==> config.mk <==
export PLATFORM = sky130hd
export DESIGN_NAME = key_frame_builder_crc16
export DESIGN_NICKNAME = d
export VERILOG_FILES = /design/src/hw/rtl/kfb_pkg.sv /design/src/hw/rtl/kfb_crc8.sv /design/src/hw/rtl/key_frame_builder_crc16.sv
export SDC_FILE = /design/constraint.sdc
export NUM_CORES = 1
export LEC_CHECK = 0
export BUFFER_PORTS_ARGS = -buffer_cell sky130_fd_sc_hd__buf_2
export CAP_MARGIN = 20
export CORE_MARGIN = 2
export CORE_UTILIZATION = 56
export DETAILED_ROUTE_END_ITERATION = 8
export HOLD_SLACK_MARGIN = 0.1
export PLACE_DENSITY = 0.78
export SETUP_SLACK_MARGIN = 0.4
export SLEW_MARGIN = 0
export SYNTH_ARGS = -nofsm -noshare
export SYNTH_HDL_FRONTEND = slang
export SYNTH_HIERARCHICAL = 1
export SYNTH_SLANG_ARGS = --single-unit
==> constraint.sdc <==
create_clock -name clk_i -period 3.2 [get_ports clk_i]
set_input_delay 0 -clock clk_i [delete_from_list [all_inputs] [get_ports clk_i]]
set_output_delay 0 -clock clk_i [all_outputs]
set_load 0.1 [all_outputs]
==> src/hw/rtl/kfb_pkg.sv <==
package kfb_pkg;

  // Framing characters
  localparam logic [7:0] ChSoh = 8'h01;
  localparam logic [7:0] ChStx = 8'h02;
  localparam logic [7:0] ChEtx = 8'h03;
  localparam logic [7:0] ChKey = 8'h4B;
  localparam logic [7:0] ChLen = 8'h4C;

  // CRC-16/X.25, reflected form
  localparam logic [15:0] CrcPoly   = 16'h8408;
  localparam logic [15:0] CrcInit   = 16'hFFFF;
  localparam logic [15:0] CrcXorOut = 16'hFFFF;

  // Position within the byte sequence that one request produces
  typedef enum logic [3:0] {
    STEP_SOH  = 4'd0,
    STEP_KCH  = 4'd1,
    STEP_KEY  = 4'd2,
    STEP_LCH  = 4'd3,
    STEP_LEN  = 4'd4,
    STEP_STX  = 4'd5,
    STEP_DATA = 4'd6,
    STEP_CRC  = 4'd7,
    STEP_ETX  = 4'd8
  } step_e;

endpackage

==> src/hw/rtl/kfb_crc8.sv <==
module kfb_crc8 import kfb_pkg::*; (
  input  logic [15:0] crc_i,
  input  logic [7:0]  data_i,
  output logic [15:0] crc_o
);

  // Eight reflected shift/xor steps, one per data bit
  always_comb begin
    logic [15:0] c;
    c = crc_i ^ {8'h00, data_i};
    for (int i = 0; i < 8; i++) begin
      if (c[0]) begin
        c = (c >> 1) ^ CrcPoly;
      end else begin
        c = c >> 1;
      end
    end
    crc_o = c;
  end

endmodule

==> src/hw/rtl/key_frame_builder_crc16.sv <==
// Frame builder with CRC-16/X.25 check byte. Each payload byte request on the
// slave stream carries the byte, the key, the length and a last flag; the
// first byte of a frame is preceded on the master stream by SOH, 'K', key,
// 'L', length, STX, and the byte marked last is followed by the low CRC byte
// and ETX (tuser high). Master tlast marks the final byte caused by each
// request. A held request emits one byte per cycle through the output register
// while the master stream is ready; a mid-frame request yields one byte, a
// first request 7, a closing one 3 and a one-byte frame 9; the next request is
// taken in the cycle its predecessor's last byte moves into the output register.
module key_frame_builder_crc16 import kfb_pkg::*; (
  input  logic        clk_i,
  input  logic        rst_ni,
  input  logic        s_axis_tvalid_i,
  output logic        s_axis_tready_o,
  input  logic [23:0] s_axis_tdata_i,  // [7:0] data_byte, [15:8] frame_key, [23:16] length_field
  input  logic        s_axis_tlast_i,  // last_byte
  output logic        m_axis_tvalid_o,
  input  logic        m_axis_tready_i,
  output logic [7:0]  m_axis_tdata_o,  // [7:0] out_byte
  output logic        m_axis_tlast_o,  // run_last
  output logic        m_axis_tuser_o   // frame_end
);

  // Held request
  logic        hold_vld_q, hold_vld_d;
  logic [7:0]  data_q, key_q, len_q;
  logic        last_q, first_q;
  step_e       step_q, step_d;

  // Frame state
  logic        in_frame_q;
  logic [15:0] crc_q, crc_d;
  logic [15:0] crc_base, crc_new;

  // Output register
  logic        out_vld_q, out_vld_d;
  logic [7:0]  out_byte_q, out_byte_d;
  logic        out_last_q, out_last_d;
  logic        out_end_q, out_end_d;

  logic out_adv, emit, final_step, s_acc;

  assign out_adv    = !out_vld_q || m_axis_tready_i;
  assign emit       = hold_vld_q && out_adv;
  assign final_step = last_q ? (step_q == STEP_ETX) : (step_q == STEP_DATA);
  assign s_axis_tready_o = !hold_vld_q || (emit && final_step);
  assign s_acc      = s_axis_tvalid_i && s_axis_tready_o;

  assign crc_base = first_q ? CrcInit : crc_q;

  kfb_crc8 u_crc (
    .crc_i  (crc_base),
    .data_i (data_q),
    .crc_o  (crc_new)
  );

  // Byte selection for the current step
  always_comb begin
    out_byte_d = out_byte_q;
    out_last_d = out_last_q;
    out_end_d  = out_end_q;
    if (emit) begin
      out_last_d = 1'b0;
      out_end_d  = 1'b0;
      case (step_q)
        STEP_SOH:  out_byte_d = ChSoh;
        STEP_KCH:  out_byte_d = ChKey;
        STEP_KEY:  out_byte_d = key_q;
        STEP_LCH:  out_byte_d = ChLen;
        STEP_LEN:  out_byte_d = len_q;
        STEP_STX:  out_byte_d = ChStx;
        STEP_DATA: begin
          out_byte_d = data_q;
          out_last_d = !last_q;
        end
        STEP_CRC:  out_byte_d = crc_q[7:0] ^ CrcXorOut[7:0];
        STEP_ETX: begin
          out_byte_d = ChEtx;
          out_last_d = 1'b1;
          out_end_d  = 1'b1;
        end
        default:   out_byte_d = ChEtx;
      endcase
    end
  end

  // Output valid
  always_comb begin
    out_vld_d = out_vld_q;
    if (out_adv) begin
      out_vld_d = emit;
    end
  end

  // Hold stage control and CRC
  always_comb begin
    hold_vld_d = hold_vld_q;
    step_d     = step_q;
    crc_d      = crc_q;
    if (emit) begin
      if (step_q == STEP_DATA) begin
        crc_d = crc_new;
      end
      if (final_step) begin
        hold_vld_d = 1'b0;
      end else begin
        step_d = step_e'(step_q + 4'd1);
      end
    end
    if (s_acc) begin
      hold_vld_d = 1'b1;
      step_d     = in_frame_q ? STEP_DATA : STEP_SOH;
    end
  end

  // Control registers
  always_ff @(posedge clk_i or negedge rst_ni) begin
    if (!rst_ni) begin
      hold_vld_q <= 1'b0;
      step_q     <= STEP_SOH;
      in_frame_q <= 1'b0;
      crc_q      <= CrcInit;
      out_vld_q  <= 1'b0;
    end else begin
      hold_vld_q <= hold_vld_d;
      step_q     <= step_d;
      crc_q      <= crc_d;
      out_vld_q  <= out_vld_d;
      if (s_acc) begin
        in_frame_q <= !s_axis_tlast_i;
      end
    end
  end

  // Payload registers
  always_ff @(posedge clk_i) begin
    out_byte_q <= out_byte_d;
    out_last_q <= out_last_d;
    out_end_q  <= out_end_d;
    if (s_acc) begin
      data_q  <= s_axis_tdata_i[7:0];
      key_q   <= s_axis_tdata_i[15:8];
      len_q   <= s_axis_tdata_i[23:16];
      last_q  <= s_axis_tlast_i;
      first_q <= !in_frame_q;
    end
  end

  assign m_axis_tvalid_o = out_vld_q;
  assign m_axis_tdata_o  = out_byte_q;
  assign m_axis_tlast_o  = out_last_q;
  assign m_axis_tuser_o  = out_end_q;

endmodule

Word-level counts from Yosys, hierarchy flattened:

Cells that the tools add are included.

* logic and storage cells: 69
* bits of input ports: 29
* output and inout port bits: 12
* bits in registers: 59

* add/subtract/negate cells: 1
* equality and inequality tests: 9
* reductions and logical operators: 16
* multiplexer cells: 20
* bitwise logic cells: 10

Operators by type and width (count)
* $mux W16: 9
* $pmux W8 S8: 1
* $not A2 Y3: 8
* $eq A4 B3 Y1 const B: 4
* $xor A16 B8 Y16: 1
* $mux W4: 3
* $eq A4 B2 Y1 const B: 2
* $not A8 Y8: 1
* $reduce_and A2 Y1: 3
* $logic_not A1 Y1: 5
* $mux W1: 5
* $add A4 B1 Y4 const B: 1
* $eq A4 B1 Y1 const B: 1
* $eq A4 B4 Y1 const B: 1
* $logic_not A4 Y1: 1
* $reduce_bool A2 Y1: 2
* $logic_and A1 B1 Y1: 3
* $mux W3: 1
* $logic_or A1 B1 Y1: 2
* $ne A2 B1 Y1 const B: 1
* $pmux W1 S2: 1

Depth between registers and ports, before layout:

Gate-level depths: netlist of the first run.

* word-level depth: 18
* depth in mapped cells: 7
* depth with buffers taken out: 6

Modules after synthesis:

The synthesis of the first run kept the hierarchy.

By module, submodules not included
* key_frame_builder_crc16: area each 2606.2 sq um, sequential area each 1676.6 sq um, instances 1, cells each 181
* kfb_crc8: area each 380.4 sq um, sequential area each 0.0 sq um, instances 1, cells each 25

Least setup slack after synthesis of the first run:

No wires, ideal clock.

* path kind: register -> output
* start point: register out_vld_q (netlist: m_axis_tvalid_o)
* end point: output port s_axis_tready_o
* data arrival time: 2.627 ns
* data required time: 3.200 ns
* path buffers: 1
* path slack: 0.573 ns
* cell stages (with the launch flop): 5
* cell sequence: dfrtp_1 > nor2b_1 > and2_1 > clkbuf_1 > nor2_1

* cells in the longest elaborated chain, start to end: 5

Ends and longest elaborated chain
* from (decl): RTL line key_frame_builder_crc16.sv:36 `logic out_vld_q, out_vld_d;`
* from (signal assigned): RTL line key_frame_builder_crc16.sv:128 `out_vld_q <= out_vld_d;`
* $logic_not A1 Y1: RTL line key_frame_builder_crc16.sv:43 `assign out_adv = !out_vld_q || m_axis_tready_i;`
* $logic_or A1 B1 Y1: RTL line key_frame_builder_crc16.sv:43
* $logic_and A1 B1 Y1: RTL line key_frame_builder_crc16.sv:44 `assign emit = hold_vld_q && out_adv;`
* $logic_and A1 B1 Y1: RTL line key_frame_builder_crc16.sv:46 `assign s_axis_tready_o = !hold_vld_q || (emit && final_step);`
* $logic_or A1 B1 Y1: RTL line key_frame_builder_crc16.sv:46
* to (decl): RTL line key_frame_builder_crc16.sv:14 `output logic s_axis_tready_o,`

Every way passes these cells.

Worst setup path after layout of the first run:

* start point: register step_q[0]
* end point: register key_q[6] (enable)

* cells in the longest elaborated chain, start to end: 5
* elaborated cells between the ends (all ways): 6
* classes of those cells: eq/ne: 2; mux: 1; reduce/logical: 3

Ends and longest elaborated chain
* from (decl): RTL line key_frame_builder_crc16.sv:28 `step_e step_q, step_d;`
* from (signal assigned): RTL line key_frame_builder_crc16.sv:126 `step_q <= step_d;`
* $eq A4 B3 Y1 or $eq A4 B4 Y1 (tied branches): RTL line key_frame_builder_crc16.sv:45 `assign final_step = last_q ? (step_q == STEP_ETX) : (step_q == STEP_DATA);`
* $mux W1 *: RTL line key_frame_builder_crc16.sv:45
* $logic_and A1 B1 Y1 *: RTL line key_frame_builder_crc16.sv:46
* $logic_or A1 B1 Y1 *: RTL line key_frame_builder_crc16.sv:46
* $logic_and A1 B1 Y1 *: RTL line key_frame_builder_crc16.sv:47 `assign s_acc = s_axis_tvalid_i && s_axis_tready_o;`
* to (signal assigned): RTL line key_frame_builder_crc16.sv:142 `key_q <= s_axis_tdata_i[15:8];`
* to (decl): RTL line key_frame_builder_crc16.sv:26 `logic [7:0] data_q, key_q, len_q;`

Mark *: on every way between the ends. The rest lies on a longest branch, timed or not.
A chain may end at the register's enable or synchronous reset.

==> results of run 1 <==
==> cell families after synthesis <==
kind of cell	after synthesis
buffers and inverters	16
flip-flops	59
XOR/XNOR	24
multiplexers	19
AND/OR/NAND/NOR	53
AO/OA/AOI/OAI	31
adder cells (fa/ha/maj)	4
==> worst paths after layout <==
kind / startpoint / to / slack [ps] / depth (start not counted)
setup / recovery: step_q[0]$_DFFE_PN0P_ / key_q[6]$_DFFE_PP_ / 720 / 6
hold / removal: rst_ni / step_q[1]$_DFFE_PN0P_ / 190 / 2
setup reg to reg: step_q[0]$_DFFE_PN0P_ / key_q[6]$_DFFE_PP_ / 720 / 6
hold reg to reg: m_axis_tvalid_o$_DFFE_PN0N_ / m_axis_tvalid_o$_DFFE_PN0N_ / 530 / 2
max in group asynchronous: rst_ni / crc_q[3]$_DFFE_PN1P_ / 2640 / 2
min in group clk_i: s_axis_tdata_i[19] / len_q[3]$_DFFE_PP_ / 380 / 2
==> per-stage QoR <==
stage               std cells  hold slack [ps]  total power, mW  setup slack, ps  utilization
floorplan                 206             -296             2.53              573            -
global placement          310             22.3             2.75              831        0.632
detailed placement        310             22.7             2.79              751        0.632
CTS                       354              204             3.40              750        0.720
global route              354              227             3.58              546        0.720
finish                    354              188             3.40              720        0.720
==> critical path: stages, from the launching register on <==
cell and delay (ps):
dfrtp_1 440, inv_1 100, ha_1 390, nand4b_1 210, and3_1 350, nor3b_4 450
buf_12 230
==> registers in the layout, summed over array words and instances (netlist names), 4 cells and up <==
register and cells:
crc_q 16, data_q 8, key_q 8, len_q 8, m_axis_tdata_o 8, step_q 4
==> power by group <==
group	internal (mW)	leakage, nW	switching, mW	total [mW]
sequential	1.12	0.580	0.187	1.31
combinational	0.639	0.857	0.868	1.51
clock	0.293	0.0893	0.289	0.582
==> metal layers <==
metal / vias up / global-route usage
met2: 59 / 0.359
met4: 0 / 0.0857
met3: 7 / 0.0447
met1: 946 / 0.314
li1: 907 / -
met5: - / 0
==> what timing repair did <==
action                                 4_1_cts  5_1_grt
endpoints found under the hold margin       52        0
hold buffers                                28        0
setup buffers                                0        0
==> synth_stat cells, types with 2 or more instances <==
master	instances	area (um^2)
or2_2	16	100
mux2_2	7	78.8
nand2_1	10	37.5
o21ai_0	3	15.0
o221ai_1	3	26.3
ha_1	4	50.1
o2bb2ai_1	2	17.5
clkbuf_1	5	18.8
a2111oi_0	2	17.5
mux2_4	10	150
a31oi_1	4	25.0
inv_1	7	26.3
nor2_1	7	26.3
xor2_1	3	26.3
xor3_4	2	55.1
buf_6	3	33.8
and2_1	2	12.5
dfstp_2	16	420
nand4b_1	2	17.5
a21oi_1	3	15.0
edfxtp_1	36	1080
a32oi_1	3	26.3
xnor2_1	8	70.1
xnor3_1	5	113
nand3_1	3	15.0
xnor2_2	4	65.1
a211oi_1	2	15.0
nand2b_1	3	18.8
xor3_1	2	47.6
dfrtp_1	7	175
mux2i_1	2	20.0
==> layout make-up <==
class	instances	area (um^2)	area share
clock buffers	10	138	0.0372
flip-flops and latches	59	1680	0.453
repair buffers	70	508	0.137
well taps	70	87.6	0.0237
clock inverters	6	31.3	0.00846
multi-input cells	131	1230	0.332
inverters	8	30.0	0.00812
==> flow_metrics.tcl, run 1 <==
set metrics [dict create \
    routed_wl_mm 6.18 \
    cts_buffer_depth 2 \
    rsz0062_at_grt "false" \
    cp.arrival_ps 2520 \
    clock-sinks 59 \
    period_needed_ps 2480 \
    vias 1919 \
    layout.nets 312 \
    antenna_cells 0 \
    async_reset_ff_frac 0.390 \
    synth-adder-area-share 0.0168 \
    synthSimpleGateAreaFrac 0.108 \
    irDropWorstVdd_mv 0.545 \
    post_dp_cell_area_um2 3250 \
    die_w_um 77.0 \
    cts_tree "built" \
    cts_root_buf "clkbuf_8" \
    syn_area_um2 2990 \
    final_cell_mix "buf_2, edfxtp_1, dlygate4sd3_1" \
    report.final.hold_viol_count 0 \
    setup_viol 0 \
    synthesis.nets 239 \
    max_freq_mhz 403 \
    die_h_um 77.0 \
    yosys_warnings 6 \
    maxCapViolCount 0 \
    clk_pin_slew_ps 70 \
    slew_violations 0 \
    met1_length_mm 2.65 \
    grt_pass1_wl_mm 9.95 \
    cp.required_ps 3240 \
    status "finished clean" \
    fill_cells 346 \
    track_usage 0.227 \
    place_congestion 0.881 \
    final_area_um2 3700 \
    critical_path_class "flop to flop" \
    fp.dieArea_um2 5930 \
    ctsResizeCount 0 \
    final_common_cell "buf_2" \
    synth_cell_types 51 \
    cp_max_fo 21 \
    drive_above_1_share 0.408 \
    hold_class "input pin to async pin" \
    netlist_instances 206 \
    syn_avg_cell_area_um2 14.5 \
    synth-compound-area-share 0.0771 \
    grt_max_degree 24 \
    synthXorXnorAreaFrac 0.126 \
    leakagePower_nw 1.53 \
    area_growth_pct 23.8 \
    grt-ovfl-total 0 \
    io_buffers 40 \
    wl_met3_um 318 \
    fin_skew_ps 3.65 \
    max_slew.worst_pin.slew_ps 645 \
    ys_seq_area_frac 0.561 \
    synthMuxAreaShare 0.0834 \
    drc_errors 0 \
    grt_pass1_vias 1980 \
    synth_edf_count 36 \
    first_pass_iters 4 \
    start_util 0.581 \
    synth_top_family_by_area "XOR/XNOR gates" \
    ant_nets 0 \
    tns_ps 0 \
    h-tree-depth 3 \
    place.detailed.hpwl_mm 3.98 \
    end_kind "flop" \
    core_um2 5140 \
    io_pins 41 \
    wl_per_cell_um 17.5 \
    antenna_found_initial 0 \
    wl_met2_mm 3.14 \
    finalCritPeriodShare 0.775 \
    ys_ff_latch 59 \
    first_iter_violations 227 \
    insertion_delay_ps 330 \
    row_count 26 \
    synthFlopType "edfxtp_1" \
    route.top_layer_used "met4" \
    vias_per_cell 5.42 \
    crit_path_start_kind "flop" \
    p_per_area_nw_per_um2 918 \
    maxSlewHeadroom 0.570 \
    cts_buffers 9 \
]
No activity file was read; power rests on OpenSTA's default activity.
==> inputs of run 2 (changes only) <==
==> constraint.sdc (replaced) <==
create_clock -name clk_i -period 2.3 [get_ports clk_i]
set_input_delay 0 -clock clk_i [delete_from_list [all_inputs] [get_ports clk_i]]
set_output_delay 0 -clock clk_i [all_outputs]
set_load 0.1 [all_outputs]
==> flow_metrics.tcl, run 2 (synthesis gave the netlist of run 1 again) <==
set metrics [dict create \
    cts_root_buf "clkbuf_8" \
    place.detailed.hpwl_mm 3.93 \
    worstReg2RegStart "first_q$_DFFE_PP_" \
    largest_reg_flops 16 \
    clock-sinks 59 \
    endpoint "s_axis_tready_o" \
    post_dp_cell_area_um2 3320 \
    insertion_delay_ps 350 \
    worstPathCellList "inv_4, ha_4, nand4bb_4, and3_4, buf_4, nor2_4, buf_12" \
    combPwrFrac 0.473 \
    r2r_cells 5 \
    grt_pass1_wl_mm 11.1 \
    p_per_area_nw_per_um2 1320 \
    final_common_cell "buf_2" \
    cp-startpoint "step_q[0]$_DFFE_PN0P_" \
    finalPower_mw 5.44 \
    io_pins 41 \
    max_slew.worst_pin.slew_ps 546 \
    slew_violations 0 \
    critical_path_class "flop to output port" \
    report.final.hold_viol_count 0 \
    ant_nets 0 \
    maxSlewHeadroom 0.636 \
    h-tree-depth 3 \
    wl_per_cell_um 18.7 \
    final_cell_mix "buf_2, edfxtp_1, dlygate4sd3_1" \
    detailedPlace.worstSlack_ps 213 \
    track_usage 0.257 \
    antenna_cells 0 \
    setup_viol 0 \
    power_frac_seq 0.327 \
    slowest_delay_ps 440 \
    io_buffers 40 \
    crit_path_start_kind "flop" \
    final_area_um2 4120 \
    cp.required_ps 2300 \
    cts_tree "built" \
    cts_buffer_depth 2 \
    area_growth_pct 37.8 \
    antenna_found_initial 0 \
    irDropWorstVdd_mv 0.792 \
    cts_buffers 9 \
    vias 2079 \
    period_needed_ps 1880 \
    leakagePower_nw 1.69 \
    fin_skew_ps 12.6 \
    tns_ps 0 \
    intPower_mw 3.35 \
    maxCapViolCount 0 \
    routed_wl_mm 7.02 \
    hold_class "input pin to async pin" \
    dp_cells 315 \
    layout.nets 334 \
    grt_max_degree 24 \
    die_h_um 77.0 \
    crit_path_top_delay_cell "dfrtp_2" \
    cp.arrival_ps 1880 \
    end_kind "output port" \
    core_um2 5140 \
    rsz0062_at_grt "true" \
    clk_pin_slew_ps 80 \
    die_w_um 77.0 \
    switching_share 0.384 \
    switchingPower_mw 2.09 \
    grt_pass1_vias 2115 \
    r2r-end "crc_q[8]$_DFFE_PN1P_" \
    finalCritPeriodShare 0.815 \
    vias_per_cell 5.53 \
    place_congestion 0.845 \
    top_register "crc_q" \
    first_iter_violations 248 \
    status "finished clean" \
    max_freq_mhz 533 \
    instances_no_fill 376 \
    cp_max_fo 8 \
    layout_setup_ws_ps 425 \
    row_count 26 \
    grt-ovfl-total 0 \
    start_util 0.581 \
    fp.dieArea_um2 5930 \
    reg2reg_setup_slack_ps 440 \
    pwr-share-clk 0.199 \
    first_pass_iters 4 \
    drive_above_1_share 0.500 \
    drc_errors 0 \
]
==> run 2: changes by cell type in the layout (fill, tap and decap cells not counted), sizes merged <==
cell | previous run | this run
buf | 42 | 64
clkinv | 5 | 2
clkinvlp | 1 | 2
bufinv | 0 | 2
==> run 2: worst min-delay path by stage <==
stage | startpoint | endpoint | slack [ps]
6_report | rst_ni | step_q[3]$_DFFE_PN0P_ | 200
3_5_place_dp | rst_ni | in_frame_q$_DFFE_PN0P_ | 10
2_1_floorplan | rst_ni | hold_vld_q$_DFFE_PN0P_ | -300
3_3_place_gp | rst_ni | in_frame_q$_DFFE_PN0P_ | 10
5_1_grt | rst_ni | m_axis_tvalid_o$_DFFE_PN0N_ | 250
4_1_cts | rst_ni | step_q[3]$_DFFE_PN0P_ | 190
==> run 2: area by class of cell <==
cell class | count | area [um^2]
Timing Repair Buffer | 92 | 692
Clock buffer | 10 | 138
Multi-Input combinational cell | 131 | 1400
Inverter | 8 | 32.5
Tap cell | 70 | 87.6
Sequential cell | 59 | 1680
Clock inverter | 6 | 88.8
Fill cell | 285 | 1020
==> run 2: layer usage <==
layer	global-route usage	wire length [um]	part of all wire	up-vias
li1	-	-	-	951
met5	0	0	0	-
met4	0.134	255	0.036	0
met3	0.0494	456	0.065	22
met1	0.338	2820	0.40	993
met2	0.410	3490	0.50	113
==> run 2: worst max-delay path, delay by kind of cell (launching register included) <==
kind	cells	cell delay, ps
flops	1	440
simple gates	3	480
buf+inv	3	440
fa+ha+maj	1	160
==> run 2: power groups by stage <==
| stage | sequential [mW] | clock (mW) | combinational (mW) |
|---|---|---|---|
| global placement | 1.77 | 0 | 2.14 |
| global route | 1.82 | 1.13 | 2.71 |
| detailed placement | 1.77 | 0 | 2.18 |
| finish | 1.78 | 1.08 | 2.58 |
| CTS | 1.77 | 1.08 | 2.36 |
| floorplan | 2.22 | 0 | 1.33 |
==> run 2: metrics by stage <==
step | util | hold WS [ps]
floorplan | - | -296
global route | 0.801 | 247
global placement | 0.646 | 11.6
CTS | 0.773 | 185
finish | 0.801 | 197
detailed placement | 0.646 | 13.7
==> run 2: what timing repair did <==
action                                  4_1_cts  5_1_grt
hold buffers                                 28        0
pin swaps                                     4        8
resized for setup                            16        9
setup buffers                                 7       10
cloned                                        0        0
hold endpoints to repair                     53        0
endpoints found under the setup margin       39       45
==> inputs of run 3 (changes only) <==
==> constraint.sdc (replaced) <==
create_clock -name clk_i -period 1.89 [get_ports clk_i]
set_input_delay 0 -clock clk_i [delete_from_list [all_inputs] [get_ports clk_i]]
set_output_delay 0 -clock clk_i [all_outputs]
set_load 0.1 [all_outputs]
==> flow_metrics.tcl, run 3 (synthesis gave the netlist of run 1 again) <==
set metrics [dict create \
    status "finished, violations left" \
    violations "setup timing" \
    vias 2552 \
    cp.arrival_ps 2200 \
    wl_per_cell_um 28.3 \
    layout_setup_ws_ps -32.9 \
    cts_buffers 9 \
    max_freq_mhz 520 \
    grt_max_degree 24 \
    tns_ps -199 \
    drc_errors 0 \
    row_count 26 \
    cp_max_fo 4 \
    cp.required_ps 2160 \
    crit_path_start_kind "flop" \
    antenna_found_initial 0 \
    period_needed_ps 1920 \
    pwr-share-clk 0.170 \
    grt_pass1_vias 2483 \
    insertion_delay_ps 360 \
    ant_nets 0 \
    dp_cells 321 \
    h-tree-depth 3 \
    io_buffers 40 \
    core_um2 5140 \
    first_pass_iters 5 \
    place.detailed.hpwl_mm 4.27 \
    slowest_delay_ps 470 \
    setup_viol 14 \
    detailedPlace.worstSlack_ps 15.8 \
    crit_path_top_delay_cell "xnor3_1" \
    max_slew.worst_pin.slew_ps 577 \
    layout.nets 350 \
    grt_pass1_wl_mm 13.8 \
    routed_wl_mm 11.1 \
    seq_area_um2 1680 \
    fp.dieArea_um2 5930 \
    area_growth_pct 56.1 \
    io_pins 41 \
    place_congestion 0.829 \
    hold_class "input pin to async pin" \
    final_cell_mix "buf_2, edfxtp_1, dlygate4sd3_1" \
    irDropWorstVdd_mv 1.10 \
    vias_per_cell 6.51 \
    antenna_cells 0 \
    cts_tree "built" \
    multi_input_area_um2 1730 \
    grt-ovfl-total 0 \
    report.final.hold_viol_count 0 \
    clock-sinks 59 \
    leakagePower_nw 1.91 \
    switchingPower_mw 3.36 \
    p_per_area_nw_per_um2 1710 \
    drive_above_1_share 0.630 \
    first_iter_violations 338 \
    cts_buffer_depth 2 \
    die_h_um 77.0 \
    fin_skew_ps 17.4 \
    hold-worst-slack_ps 177 \
    maxSlewHeadroom 0.615 \
    slew_violations 0 \
    crit_family "XOR/XNOR gates" \
    finalPower_mw 7.99 \
    intPower_mw 4.63 \
    rsz0062_at_grt "true" \
    largest_reg_flops 16 \
    top_register "crc_q" \
    finalCritPeriodShare 1.02 \
    cts_root_buf "clkbuf_8" \
    worst-path-buf-inv 1 \
    start_util 0.581 \
    final_common_cell "buf_2" \
    fill_cells 178 \
    power_frac_seq 0.280 \
    instances_no_fill 392 \
    worstPathCellList "buf_6, or2_4, xnor2_4, xnor3_1, mux2_4" \
    combPwrFrac 0.550 \
    critical_path_class "flop to flop" \
    clk_pin_slew_ps 80 \
    track_usage 0.321 \
    switching_share 0.420 \
    maxCapViolCount 0 \
    die_w_um 77.0 \
    end_kind "flop" \
]
[run 3: metal layers]
layer	routed length, um	track usage
met4	656	0.180
met5	0	0
met3	927	0.0741
met1	4080	0.384
met2	5430	0.537
[run 3: final cells by class]
class / instances / area share
clock buffer: 10 / 0.0274
clock inverter: 6 / 0.0193
inverter: 8 / 0.00752
multi-input combinational: 132 / 0.372
sequential: 59 / 0.361
tap: 70 / 0.0188
timing repair buffer: 107 / 0.194
[run 3: worst paths after layout]
| kind | startpoint | end | slack, ps | cells after the start |
|---|---|---|---|---|
| max in group asynchronous | rst_ni | m_axis_tvalid_o$_DFFE_PN0N_ | 1280 | 2 |
| min | rst_ni | step_q[3]$_DFFE_PN0P_ | 180 | 2 |
| max | first_q$_DFFE_PP_ | crc_q[9]$_DFFE_PN1P_ | -30 | 5 |
| min reg2reg | step_q[1]$_DFFE_PN0P_ | step_q[1]$_DFFE_PN0P_ | 610 | 1 |
| min in group clk_i | s_axis_tdata_i[8] | key_q[0]$_DFFE_PP_ | 350 | 2 |
| max reg2reg | first_q$_DFFE_PP_ | crc_q[9]$_DFFE_PN1P_ | -30 | 5 |
[run 3: worst reg2reg max path, delay by kind of cell, from the launching register on]
kind / cells / cell delay (ps)
DFF: 1 / 440
buffers and inverters: 1 / 170
xor gates and xnor gates: 2 / 670
muxes: 1 / 290
and+or+nand+nor: 1 / 270
[run 3: what timing repair did]
action	in CTS	in global routing
setup buffers	21	4
pin swaps	23	14
hold buffers	28	0
gates resized for setup	59	34
endpoints found under the hold margin	52	0
gates cloned	2	0
endpoints found under the setup margin	56	58
[run 3: per-stage QoR]
| step | area, um^2 | utilization |
|---|---|---|
| after global routing | 4660 | 0.907 |
| final | 4660 | 0.907 |
| after global placement | 3470 | 0.676 |
| after detailed placement | 3470 | 0.676 |
| after CTS | 4450 | 0.865 |
| after floorplan | 3130 | - |
[run 3: power by group through the flow]
stage                     Sequential [mW]  Clock [mW]  Combinational [mW]
after floorplan                      2.71           0                1.73
after global placement               2.14           0                2.83
after detailed placement             2.15           0                2.89
after CTS                            2.15        1.28                3.62
after global routing                 2.25        1.40                4.52
final                                2.24        1.36                4.40
